### config.mk
export PLATFORM = sky130hd
export DESIGN_NAME = ultrasonic_echo_ranger
export DESIGN_NICKNAME = d
export VERILOG_FILES = /design/src/uer_pkg.sv /design/src/ultrasonic_echo_ranger.sv /design/src/uer_median.sv /design/src/uer_core.sv /design/src/uer_dist.sv
export SDC_FILE = /design/constraint.sdc
export NUM_CORES = 2
export LEC_CHECK = 0
export BUFFER_PORTS_ARGS = -buffer_cell sky130_fd_sc_hd__buf_2
export CAP_MARGIN = 25
export CORE_UTILIZATION = 50
export CTS_CLUSTER_DIAMETER = 60
export DETAILED_ROUTE_END_ITERATION = 10
export GPL_TIMING_DRIVEN = 0
export PLACE_DENSITY = 0.74
export SYNTH_ARGS = -nofsm -noshare
export SYNTH_HDL_FRONTEND = slang
export SYNTH_SLANG_ARGS = --single-unit
### constraint.sdc
create_clock -name clk -period 8.8 [get_ports clk]
set_input_delay 0.88 -clock clk [delete_from_list [all_inputs] [get_ports clk]]
set_output_delay 0.88 -clock clk [all_outputs]
set_load 0.05 [all_outputs]
### src/uer_pkg.sv
// ----------------------------------------------------------------------------
// uer_pkg: shared types and constants for the ultrasonic echo ranger
// Request codes, register indexes, payload structs and the fixed-point
// constants for the centimeter conversion.
// ----------------------------------------------------------------------------
`default_nettype none

package uer_pkg;

  // Default number of entries in the sliding median window.
  localparam int MEDIAN_TAPS_DEF = 5;

  // Field widths.
  localparam int TIME_W   = 32;
  localparam int SAMPLE_W = 16;
  localparam int REG_W    = 16;
  localparam int DIST_W   = 11;
  localparam int REQ_W    = 2;

  // Request codes.
  localparam logic [REQ_W-1:0] REQ_EDGE   = 2'd0;
  localparam logic [REQ_W-1:0] REQ_PING   = 2'd1;
  localparam logic [REQ_W-1:0] REQ_STATUS = 2'd2;

  // Configuration register indexes. Indexes past the last register are ignored.
  localparam int CFG_ADDR_W = 2;
  localparam logic [CFG_ADDR_W-1:0] REG_MAX_ECHO_US       = 2'd0;
  localparam logic [CFG_ADDR_W-1:0] REG_HEALTH_TIMEOUT_MS = 2'd1;

  // Register reset values.
  localparam logic [REG_W-1:0] MAX_ECHO_US_RST       = 16'd50000;
  localparam logic [REG_W-1:0] HEALTH_TIMEOUT_MS_RST = 16'd150;

  // Distance: (sample * 167 + 5000) / 10000. The divide by 10000 is a
  // multiply by ceil(2^37 / 10000) and a shift, exact for inputs below 2^24.
  localparam int PROD_W      = 24;
  localparam int DIST_MUL    = 167;
  localparam int DIST_BIAS   = 5000;
  localparam int RECIP_M     = 13743896;
  localparam int RECIP_SHIFT = 37;

  // One input word.
  typedef struct packed {
    logic [REQ_W-1:0]  req_type;
    logic              echo_level;
    logic [TIME_W-1:0] capture_us;
    logic [TIME_W-1:0] now_ms;
  } uer_in_t;

  // One result word.
  typedef struct packed {
    logic              trig_pulse;
    logic              sample_accepted;
    logic [DIST_W-1:0] range_cm;
    logic              healthy;
  } uer_out_t;

  // Status handed from the event stage to the distance stages.
  typedef struct packed {
    logic                valid;
    logic                trig;
    logic                accepted;
    logic                healthy;
    logic [SAMPLE_W-1:0] sample;
  } uer_stat_t;

endpackage

`default_nettype wire

### src/ultrasonic_echo_ranger.sv
// ----------------------------------------------------------------------------
// ultrasonic_echo_ranger: time-of-flight ranger with sliding median filter
// Echo edge, ping and status events in; one result word per event out.
// ----------------------------------------------------------------------------
// The ranger takes one event word per clock unless the result side stalls,
// and returns exactly one result word per event, in order. An accepted word
// reaches the result port through the stages in order; the
// pipeline is an input register, an event stage that updates the timestamps,
// the median window and the health timer, a scale stage, and a divide stage
// that feeds the result register. The whole pipeline moves together, so a
// stalled result holds every stage and req_ready falls in the same cycle.
// Configuration registers are written through cfg_we, cfg_addr and cfg_wdata
// and should only change while no event is in flight.
`default_nettype none

module ultrasonic_echo_ranger #(
  parameter int MEDIAN_TAPS = uer_pkg::MEDIAN_TAPS_DEF
) (
  input  wire logic                            clk,
  input  wire logic                            rst,
  input  wire logic                            req_valid,
  output logic                                 req_ready,
  input  wire uer_pkg::uer_in_t                req_data,
  output logic                                 rsp_valid,
  input  wire logic                            rsp_ready,
  output uer_pkg::uer_out_t                    rsp_data,
  input  wire logic                            cfg_we,
  input  wire logic [uer_pkg::CFG_ADDR_W-1:0]  cfg_addr,
  input  wire logic [uer_pkg::REG_W-1:0]       cfg_wdata
);
  import uer_pkg::*;

  logic      adv;
  uer_stat_t stat;

  // The pipeline advances whenever the result register is free or drained.
  assign adv       = !rsp_valid || rsp_ready;
  assign req_ready = adv;

  uer_core #(
    .MEDIAN_TAPS(MEDIAN_TAPS)
  ) u_core (
    .clk       (clk),
    .rst       (rst),
    .adv       (adv),
    .req_valid (req_valid),
    .req_data  (req_data),
    .cfg_we    (cfg_we),
    .cfg_addr  (cfg_addr),
    .cfg_wdata (cfg_wdata),
    .stat      (stat)
  );

  uer_dist u_dist (
    .clk       (clk),
    .rst       (rst),
    .adv       (adv),
    .stat      (stat),
    .rsp_valid (rsp_valid),
    .rsp_data  (rsp_data)
  );

  // An unhealthy report never carries a distance.
  assert property (@(posedge clk) disable iff (rst)
    rsp_valid && !rsp_data.healthy |-> rsp_data.range_cm == '0)
    else $error("unhealthy result with nonzero distance");

  // A freshly accepted sample comes only from a ping and is always healthy.
  assert property (@(posedge clk) disable iff (rst)
    rsp_valid && rsp_data.sample_accepted |-> rsp_data.trig_pulse && rsp_data.healthy)
    else $error("accepted sample without ping or health");

  // The rounded distance of a 16-bit sample stays within range.
  assert property (@(posedge clk) disable iff (rst)
    rsp_valid |-> rsp_data.range_cm <= 11'd1094)
    else $error("distance out of range");

endmodule

`default_nettype wire

### src/uer_median.sv
// ----------------------------------------------------------------------------
// uer_median: median of the sliding window
// Ranks every entry against all others in parallel, breaking ties by
// position, and selects the entry whose rank is the middle one.
// ----------------------------------------------------------------------------
`default_nettype none

module uer_median #(
  parameter int MEDIAN_TAPS = uer_pkg::MEDIAN_TAPS_DEF
) (
  input  wire logic [MEDIAN_TAPS-1:0][uer_pkg::SAMPLE_W-1:0] window,
  output logic [uer_pkg::SAMPLE_W-1:0]                       median
);
  import uer_pkg::*;

  localparam int CNT_W = $clog2(MEDIAN_TAPS);
  localparam logic [CNT_W-1:0] MID = CNT_W'(MEDIAN_TAPS / 2);

  logic [MEDIAN_TAPS-1:0][CNT_W-1:0] rank;

  // Rank of each entry: count of entries that sort ahead of it.
  always_comb begin
    for (int i = 0; i < MEDIAN_TAPS; i++) begin
      rank[i] = '0;
      for (int j = 0; j < MEDIAN_TAPS; j++) begin
        if (j != i) begin
          if ((window[j] < window[i]) || ((window[j] == window[i]) && (j < i))) begin
            rank[i] = rank[i] + 1'b1;
          end
        end
      end
    end
  end

  // Exactly one entry holds the middle rank.
  always_comb begin
    median = '0;
    for (int i = 0; i < MEDIAN_TAPS; i++) begin
      if (rank[i] == MID) begin
        median = window[i];
      end
    end
  end

endmodule

`default_nettype wire

### src/uer_core.sv
// ----------------------------------------------------------------------------
// uer_core: input register, ranger state and event processing
// Holds the timestamps, the median window and the health timer, applies
// one event per cycle while adv is high and registers the resulting status word.
// ----------------------------------------------------------------------------
`default_nettype none

module uer_core #(
  parameter int MEDIAN_TAPS = uer_pkg::MEDIAN_TAPS_DEF
) (
  input  wire logic                            clk,
  input  wire logic                            rst,
  input  wire logic                            adv,
  input  wire logic                            req_valid,
  input  wire uer_pkg::uer_in_t                req_data,
  input  wire logic                            cfg_we,
  input  wire logic [uer_pkg::CFG_ADDR_W-1:0]  cfg_addr,
  input  wire logic [uer_pkg::REG_W-1:0]       cfg_wdata,
  output uer_pkg::uer_stat_t                   stat
);
  import uer_pkg::*;

  localparam int PTR_W = $clog2(MEDIAN_TAPS);
  localparam logic [PTR_W-1:0] PTR_LAST = PTR_W'(MEDIAN_TAPS - 1);

  // Configuration registers.
  logic [REG_W-1:0] max_echo_us;
  logic [REG_W-1:0] health_timeout_ms;

  // Input register.
  logic    in_vld;
  uer_in_t in_q;

  // Ranger state.
  logic [TIME_W-1:0]                       echo_start_us;
  logic [TIME_W-1:0]                       last_capture_us;
  logic [MEDIAN_TAPS-1:0][SAMPLE_W-1:0]    median_window;
  logic [PTR_W-1:0]                        window_pointer;
  logic [SAMPLE_W-1:0]                     filtered_sample;
  logic [TIME_W-1:0]                       last_valid_ms;

  // Event decode and datapath.
  logic                                    is_edge;
  logic                                    is_ping;
  logic                                    is_status;
  logic [TIME_W-1:0]                       diff;
  logic                                    accept;
  logic [MEDIAN_TAPS-1:0][SAMPLE_W-1:0]    window_next;
  logic [SAMPLE_W-1:0]                     median;
  logic [TIME_W-1:0]                       elapsed;
  logic                                    healthy;
  logic [SAMPLE_W-1:0]                     sample_next;
  uer_stat_t                               stat_next;

  assign is_edge   = in_vld && (in_q.req_type == REQ_EDGE);
  assign is_ping   = in_vld && (in_q.req_type == REQ_PING);
  assign is_status = in_vld && (in_q.req_type == REQ_STATUS);

  // Echo duration, read as signed: accepted when strictly inside (0, limit).
  assign diff   = last_capture_us - echo_start_us;
  assign accept = is_ping && (diff != '0) && !diff[TIME_W-1]
                  && (diff < {{(TIME_W-REG_W){1'b0}}, max_echo_us});

  // Window with the new duration written at the pointer.
  always_comb begin
    for (int i = 0; i < MEDIAN_TAPS; i++) begin
      if (window_pointer == PTR_W'(i)) begin
        window_next[i] = diff[SAMPLE_W-1:0];
      end else begin
        window_next[i] = median_window[i];
      end
    end
  end

  uer_median #(
    .MEDIAN_TAPS(MEDIAN_TAPS)
  ) u_median (
    .window(window_next),
    .median(median)
  );

  // Health after the update: a fresh sample always counts as healthy.
  assign elapsed = in_q.now_ms - last_valid_ms;
  assign healthy = accept || (elapsed <= {{(TIME_W-REG_W){1'b0}}, health_timeout_ms});

  always_comb begin
    sample_next = accept ? median : filtered_sample;
    stat_next.valid    = in_vld;
    stat_next.trig     = is_ping;
    stat_next.accepted = accept;
    stat_next.healthy  = (is_ping || is_status) && healthy;
    stat_next.sample   = stat_next.healthy ? sample_next : '0;
  end

  // Configuration writes.
  always_ff @(posedge clk) begin
    if (rst) begin
      max_echo_us       <= MAX_ECHO_US_RST;
      health_timeout_ms <= HEALTH_TIMEOUT_MS_RST;
    end else if (cfg_we) begin
      case (cfg_addr)
        REG_MAX_ECHO_US:       max_echo_us       <= cfg_wdata;
        REG_HEALTH_TIMEOUT_MS: health_timeout_ms <= cfg_wdata;
        default: ;
      endcase
    end
  end

  // Input register.
  always_ff @(posedge clk) begin
    if (rst) begin
      in_vld <= 1'b0;
    end else if (adv) begin
      in_vld <= req_valid;
    end
  end

  always_ff @(posedge clk) begin
    if (adv) begin
      in_q <= req_data;
    end
  end

  // State updates for edge and ping events.
  always_ff @(posedge clk) begin
    if (rst) begin
      echo_start_us   <= '0;
      last_capture_us <= '0;
      median_window   <= '0;
      window_pointer  <= '0;
      filtered_sample <= '0;
      last_valid_ms   <= '0;
    end else if (adv) begin
      if (is_edge) begin
        if (in_q.echo_level) begin
          echo_start_us <= in_q.capture_us;
        end
        last_capture_us <= in_q.capture_us;
      end
      if (accept) begin
        median_window   <= window_next;
        window_pointer  <= (window_pointer == PTR_LAST) ? '0 : window_pointer + 1'b1;
        filtered_sample <= median;
        last_valid_ms   <= in_q.now_ms;
      end
    end
  end

  // Status register. Only the valid bit is reset.
  always_ff @(posedge clk) begin
    if (rst) begin
      stat.valid <= 1'b0;
    end else if (adv) begin
      stat.valid <= stat_next.valid;
    end
    if (adv) begin
      stat.trig     <= stat_next.trig;
      stat.accepted <= stat_next.accepted;
      stat.healthy  <= stat_next.healthy;
      stat.sample   <= stat_next.sample;
    end
  end

endmodule

`default_nettype wire

### src/uer_dist.sv
// ----------------------------------------------------------------------------
// uer_dist: centimeter conversion and result register
// Scales the sample by 167 with rounding bias in one stage, divides by
// 10000 through a reciprocal multiply in the next, and holds the result.
// ----------------------------------------------------------------------------
`default_nettype none

module uer_dist (
  input  wire logic               clk,
  input  wire logic               rst,
  input  wire logic               adv,
  input  wire uer_pkg::uer_stat_t stat,
  output logic                    rsp_valid,
  output uer_pkg::uer_out_t       rsp_data
);
  import uer_pkg::*;

  localparam logic [PROD_W-1:0] MUL_K  = PROD_W'(DIST_MUL);
  localparam logic [PROD_W-1:0] BIAS_K = PROD_W'(DIST_BIAS);
  localparam logic [PROD_W-1:0] RECIP  = PROD_W'(RECIP_M);

  // Scale stage.
  logic              sc_vld;
  logic              sc_trig;
  logic              sc_acc;
  logic              sc_healthy;
  logic [PROD_W-1:0] sc_x;
  logic [PROD_W-1:0] x_next;

  // Divide stage.
  logic [2*PROD_W-1:0] quot_prod;

  assign x_next    = {{(PROD_W-SAMPLE_W){1'b0}}, stat.sample} * MUL_K + BIAS_K;
  assign quot_prod = {{PROD_W{1'b0}}, sc_x} * {{PROD_W{1'b0}}, RECIP};

  // Valid bits.
  always_ff @(posedge clk) begin
    if (rst) begin
      sc_vld    <= 1'b0;
      rsp_valid <= 1'b0;
    end else if (adv) begin
      sc_vld    <= stat.valid;
      rsp_valid <= sc_vld;
    end
  end

  // Payload registers.
  always_ff @(posedge clk) begin
    if (adv) begin
      sc_trig                  <= stat.trig;
      sc_acc                   <= stat.accepted;
      sc_healthy               <= stat.healthy;
      sc_x                     <= x_next;
      rsp_data.trig_pulse      <= sc_trig;
      rsp_data.sample_accepted <= sc_acc;
      rsp_data.healthy         <= sc_healthy;
      rsp_data.range_cm        <= quot_prod[RECIP_SHIFT +: DIST_W];
    end
  end

endmodule

`default_nettype wire

# Yosys cells after proc, flatten, opt, wreduce, memory -nomap -nowiden
# Cells that the tools add are included.
# totals
word_cells,160
ramBits,0
n_memories,0
latch_bits,0
romBits,0
inputBits,90
ff_bits,358
output_inout_bits,16
# classes
add_sub_neg,19
order_cmp,22
n_shift,0
n_mul,2
div_mod_pow,0
bitwise,0
n_mux,32
n_eq_ne,22
n_reduce_logical,31
# op_table
cell,n
16-bit less-than comparator,20
16-bit two-way mux,11
16-bit == test,10
32-bit subtractor,2
3-bit two-way mux,16
"24-bit by 21-bit multiplier with 45-bit output, second input constant",1
"3-bit by 1-bit adder with 3-bit output, second input constant",11
32-bit by 16-bit <= comparator with 1-bit output,1
32-bit by 16-bit less-than comparator with 1-bit output,1
32-bit nonzero test,1
"24-bit by 13-bit adder with 24-bit output, second input constant",1
"16-bit by 8-bit multiplier with 24-bit output, second input constant",1
"3-bit by 2-bit == test with 1-bit output, second input constant",7
1-bit logical OR,13
"1-bit by 1-bit adder with 2-bit output, second input constant",5
2-bit AND reduction,4
1-bit logical AND,7
1-bit two-way mux,5
"2-bit by 1-bit == test with 1-bit output, second input constant",2
2-bit zero test,2
"3-bit by 1-bit == test with 1-bit output, second input constant",1
"3-bit == test, second input constant",1
3-bit zero test,1
3-bit AND reduction,1
other kinds (2),3

# Longest topological paths before layout
# logic_depth
ltp_word,17
ltp_mapped,35
depth_no_buf,34

# Hierarchy
# Synthesis repeated with hierarchy kept, for this count alone.
# hier_totals
hier_cells,3791
area_unflattened_um2,34632.0
# modules_own_cells
mod,cells_per_inst,area_per_inst_um2,n_inst
uer_core,1938,16811.1,1
uer_dist,1213,12518.3,1
uer_median,639,5296.3,1
ultrasonic_echo_ranger,1,6.3,1

# Worst setup path before layout
# No wires, ideal clock.
# synth_timing
path_kind,register -> register
start,register u_core.echo_start_us[1]
end,"register, netlist name u_core.stat[13]"
path_slack_ns,1.801
t_required_ns,8.532
path_stages_with_launch,30
path_buffers,2
arrival_ns,6.731
setup_ns,0.268
cell_sequence,dfxtp_1 -> inv_1 -> ha_1 -> nor2b_1 -> o21a_1 -> a311o_1 -> a32o_2 -> o21a_1 -> o41ai_2 -> nor2b_1 -> xnor2_1 -> mux2i_1 -> ha_1 -> and4_1 -> nand3_1 -> o32a_1 -> o31ai_1 -> inv_1 -> ha_1 -> xnor2_1 -> ha_1 -> or4b_2 -> mux2i_1 -> mux2i_4 -> and2b_1 -> and2_1 -> buf_2 -> buf_4 -> a221oi_2 -> o22ai_1
# synth_between
elab_chain_len,17
# synth_rtl
element,line,source
"start, declared",uer_core.sv:35,logic [TIME_W-1:0] echo_start_us;
"start signal, assigned",uer_core.sv:136,echo_start_us <= in_q.capture_us;
32-bit subtractor *,uer_core.sv:60,assign diff = last_capture_us - echo_start_us;
16-bit two-way mux,uer_core.sv:67,if (window_pointer == PTR_W'(i)) begin
16-bit less-than comparator or 16-bit == test (tied branches),uer_median.sv:27,if ((window[j] < window[i]) || ((window[j] == window[i]) && (j < i))) begin
1-bit two-way mux or 1-bit logical OR (tied branches),uer_median.sv:27,
1-bit by 1-bit adder with 2-bit output or 1-bit two-way mux (tied branches),"uer_median.sv:28, uer_median.sv:27",
3-bit two-way mux or 1-bit by 1-bit adder with 2-bit output (tied branches),"uer_median.sv:27, uer_median.sv:28",
3-bit by 1-bit adder with 3-bit output or 3-bit two-way mux (tied branches),"uer_median.sv:28, uer_median.sv:27",
3-bit two-way mux or 3-bit by 1-bit adder with 3-bit output (tied branches),"uer_median.sv:27, uer_median.sv:28",
3-bit by 1-bit adder with 3-bit output or 3-bit two-way mux (tied branches),"uer_median.sv:28, uer_median.sv:27",
3-bit two-way mux or 3-bit by 1-bit adder with 3-bit output (tied branches),"uer_median.sv:27, uer_median.sv:28",
3-bit by 2-bit == test with 1-bit output or 3-bit two-way mux (tied branches),"uer_median.sv:39, uer_median.sv:27",
16-bit two-way mux or 3-bit by 2-bit == test with 1-bit output (tied branches),uer_median.sv:39,if (rank[i] == MID) begin
16-bit two-way mux (4 in series),uer_median.sv:39,
16-bit two-way mux,uer_core.sv:87,sample_next = accept ? median : filtered_sample;
# Every way passes the cells marked *; elsewhere a longest branch is shown, timed or not.
# A chain may end at the register's enable or synchronous reset.

==> summary.md <==
| Metric | Value |
|---|---|
| Skew-Pair Late Insertion Delay | `0.55 ns` |
| Mapped Avg Cell Area | `9.23 sq um` |
| Area grow syn2layout | `9.18%` |
| Final Critical Period | `8.42 ns` |
| Core area | `66100 sq um` |
| IO Count | `106` |
| Worst IR drop on VDD | `0.474 mV` |
| Final Hold Viols | `0` |
| CP max stage delay | `0.59 ns` |
| Vias in the first global route | `26000` |
| Worst slew pin tran | `1.12 ns` |
| Critical-path top delay cell | `or4b_2` |
| Crit. End Element | `register` |
| CTS Buf Count | `39` |
| Initial core utilization | `0.509` |
| Startpoint Class | `register` |
| Remaining DRCs | `0` |
| Net switching power | `4230 uW` |
| Vias/cell | `5.65` |
| Fin crit share | `0.957` |
| Max-slew violations | `0` |
| H-tree depth | `2` |
| All-Layer GR Usage | `0.257` |
| Die Y-Extent | `261 um` |
| Peak Freq | `119 MHz` |
| CTS Root Cell | `clkbuf_16` |
| Seq/Total Area, Yosys | `0.251` |
| Clk pin slew, worst setup/hold paths | `0.06 ns` |
| GR Overflow Total | `0` |
| Antenna viol nets, final | `0` |
| Slew margin rel. | `0.254` |
| Largest net degree at the start of global routing | `97` |
| Netlist cell types | `105` |
| Post-layout worst setup margin | `0.377 ns` |
| Yosys warns | `0` |
| CTS Sinks | `358` |
| WP data arrival | `8.69 ns` |
| Top cells by area, synth | `ha_1 20%, fa_1 14%, dfxtp_1 14%` |
| Setup CP Type | `register to register` |
| Most used cell along the critical path | `ha_1` |
| Outcome | `completed` |
| Core Util, Final | `0.556` |
| Cell internal pwr | `5190 uW` |
| # rows | `94` |
| Final Setup Violations | `0` |
| Sequential power share | `0.193` |
| Ys async rst share | `0` |
| Max clock buf depth | `3` |
| Setup Skew | `0.0214 ns` |
| Power per Cell Area | `257 nW/um^2` |
| Area leader, netlist | `ha_1` |
| First-pass GRT wire length | `138000 um` |
| Crit-path max FO | `10` |
| Most frequent cell after synthesis | `inv_1` |
| Cell area after synthesis | `33600 sq um` |
| Fin Hold WS | `0.418 ns` |
| CTS tree | `done` |
| Maxcap violations | `0` |
| Most used DFF post-synth | `dfxtp_1` |
| # nets final | `4668` |
| RePlAce Congestion | `0.982` |
| Worst slack at placement | `0.0993 ns` |
| Routed WL per cell | `18.7 um` |
| Total number of vias | `26500` |
| Power share of the combinational group | `0.628` |
| Synth top area share | `0.200` |
| Post-Syn Instances | `3644` |
| Sw Ratio | `0.449` |
| DP Wirelength | `71100 um` |
| Number of flops mapped to enable cells by yosys | `127` |
| Yosys reg bits | `358` |
| Final WL | `87600 um` |
| Initial drt markers | `1966` |
| DR pass1 iterations | `6` |
| Most instantiated cells after synthesis | `630 x inv_1, 538 x ha_1, 275 x nand2_1` |
| Tightest Hold Check Type | `register to register` |
| Die ar. | `68300 sq um` |
| Mapped Nets | `4513` |
| CP required | `9.07 ns` |
| Hold-fix buffers, CTS | `0` |
| Clk pwr share | `0.179` |
| Die X | `261 um` |
| Initial antenna violation count | `3` |
| Port buffer count | `104` |
| Layout cells sized above 1 | `0.0695` |
| Leakage | `0.0174 uW` |
[state kept, by name, summed over array words and instances (netlist names), 3 cells and up]
register                  cells
u_core.health_timeout_ms     16
u_core.filtered_sample       16
u_core.window_pointer         3
u_core.stat                  20
u_core.max_echo_us           16
u_core.last_valid_ms         32
u_core.median_window         80
u_dist.sc_x                  24
u_core.last_capture_us       32
u_dist.rsp_data              14
u_core.in_q                  67
u_core.echo_start_us         32
[cell usage in the layout, fill, tap and decap left out, types with 30 or more instances in the layout]
master / n
inv_1: 629
nand4_1: 48
mux2i_1: 110
a21o_1: 65
xnor2_1: 48
a211oi_1: 62
o22ai_1: 50
nand2b_1: 40
clkbuf_1: 88
nand2_1: 275
o21ai_0: 96
o21a_1: 48
edfxtp_1: 127
clkbuf_16: 42
nor2b_1: 41
fa_1: 241
ha_1: 538
nor3_1: 34
nor2_1: 273
dfxtp_1: 231
a21oi_1: 220
nand3_1: 30
buf_2: 117
[through the flow]
stage / area (sq um) / std cells / power (uW) / TNS (ns)
after floorplan: 33600 / 3644 / 6140 / 0
after global placement: 35200 / 4612 / 7520 / 0
after detailed placement: 35300 / 4618 / 7690 / 0
after CTS: 36600 / 4689 / 9440 / 0
after global routing: 36700 / 4695 / 10400 / -0.0202
final: 36700 / 4696 / 9420 / 0
[metal layers]
layer / up-vias / share of wire / GRT usage
met3: 206 / 0.067 / 0.0345
met1: 12700 / 0.41 / 0.323
li1: 12700 / - / -
met5: - / 0 / 0
met4: 0 / 0.047 / 0.116
met2: 880 / 0.48 / 0.438
[cell families after synthesis]
logic type / after synthesis / synth area share
xor+xnor: 73 / 0.0206
compound gates: 713 / 0.142
flops: 358 / 0.251
simple gates: 849 / 0.118
fa+ha+maj: 781 / 0.344
buf+inv: 748 / 0.0868
mux: 122 / 0.0374
[timing repair]
action	CTS	global route
setup endpoints to repair	0	32
buffers inserted	0	1
resized for setup	0	16
[final timing paths]
check / start / end / slack (ns) / depth (start not counted)
worst min-delay path: u_core.stat[18] / u_dist.sc_trig / 0.42 / 0
worst max register to register: u_core.echo_start_us[1] / u_core.stat[13] / 0.38 / 28
worst max-delay path: u_core.echo_start_us[1] / u_core.stat[13] / 0.38 / 28
worst min register to register: u_core.stat[18] / u_dist.sc_trig / 0.42 / 0
[layout make-up]
class                           count  area [sq um]
Tap cell                          864          1080
Inverter                          633          2390
Antenna cell                        3          7.51
Timing Repair Buffer              114           613
Clock inverter                     21           219
Multi-Input combinational cell   2538         22400
Fill cell                        5935         29400
Buffer                            115           538
Clock buffer                       50          1080
Sequential cell                   358          8440
[power by group through the flow]
stage / Sequential (uW) / Combinational [uW] / Clock (uW)
4_1_cts: 1820 / 5920 / 1700
6_report: 1820 / 5920 / 1690
3_5_place_dp: 1850 / 5840 / 0
2_1_floorplan: 1880 / 4260 / 0
3_3_place_gp: 1850 / 5660 / 0
5_1_grt: 1820 / 6830 / 1770
[worst max-delay path: cells and delay by family (launching register included)]
kind | cells | cell delay (ns)
AOI/OAI and AO/OA | 13 | 3.59
adders and majority gates | 3 | 0.91
muxes | 3 | 0.95
buffers and inverters | 3 | 0.62
DFF | 1 | 0.33
and+or+nand+nor | 6 | 1.72
(Power assumes the default switching activity.)
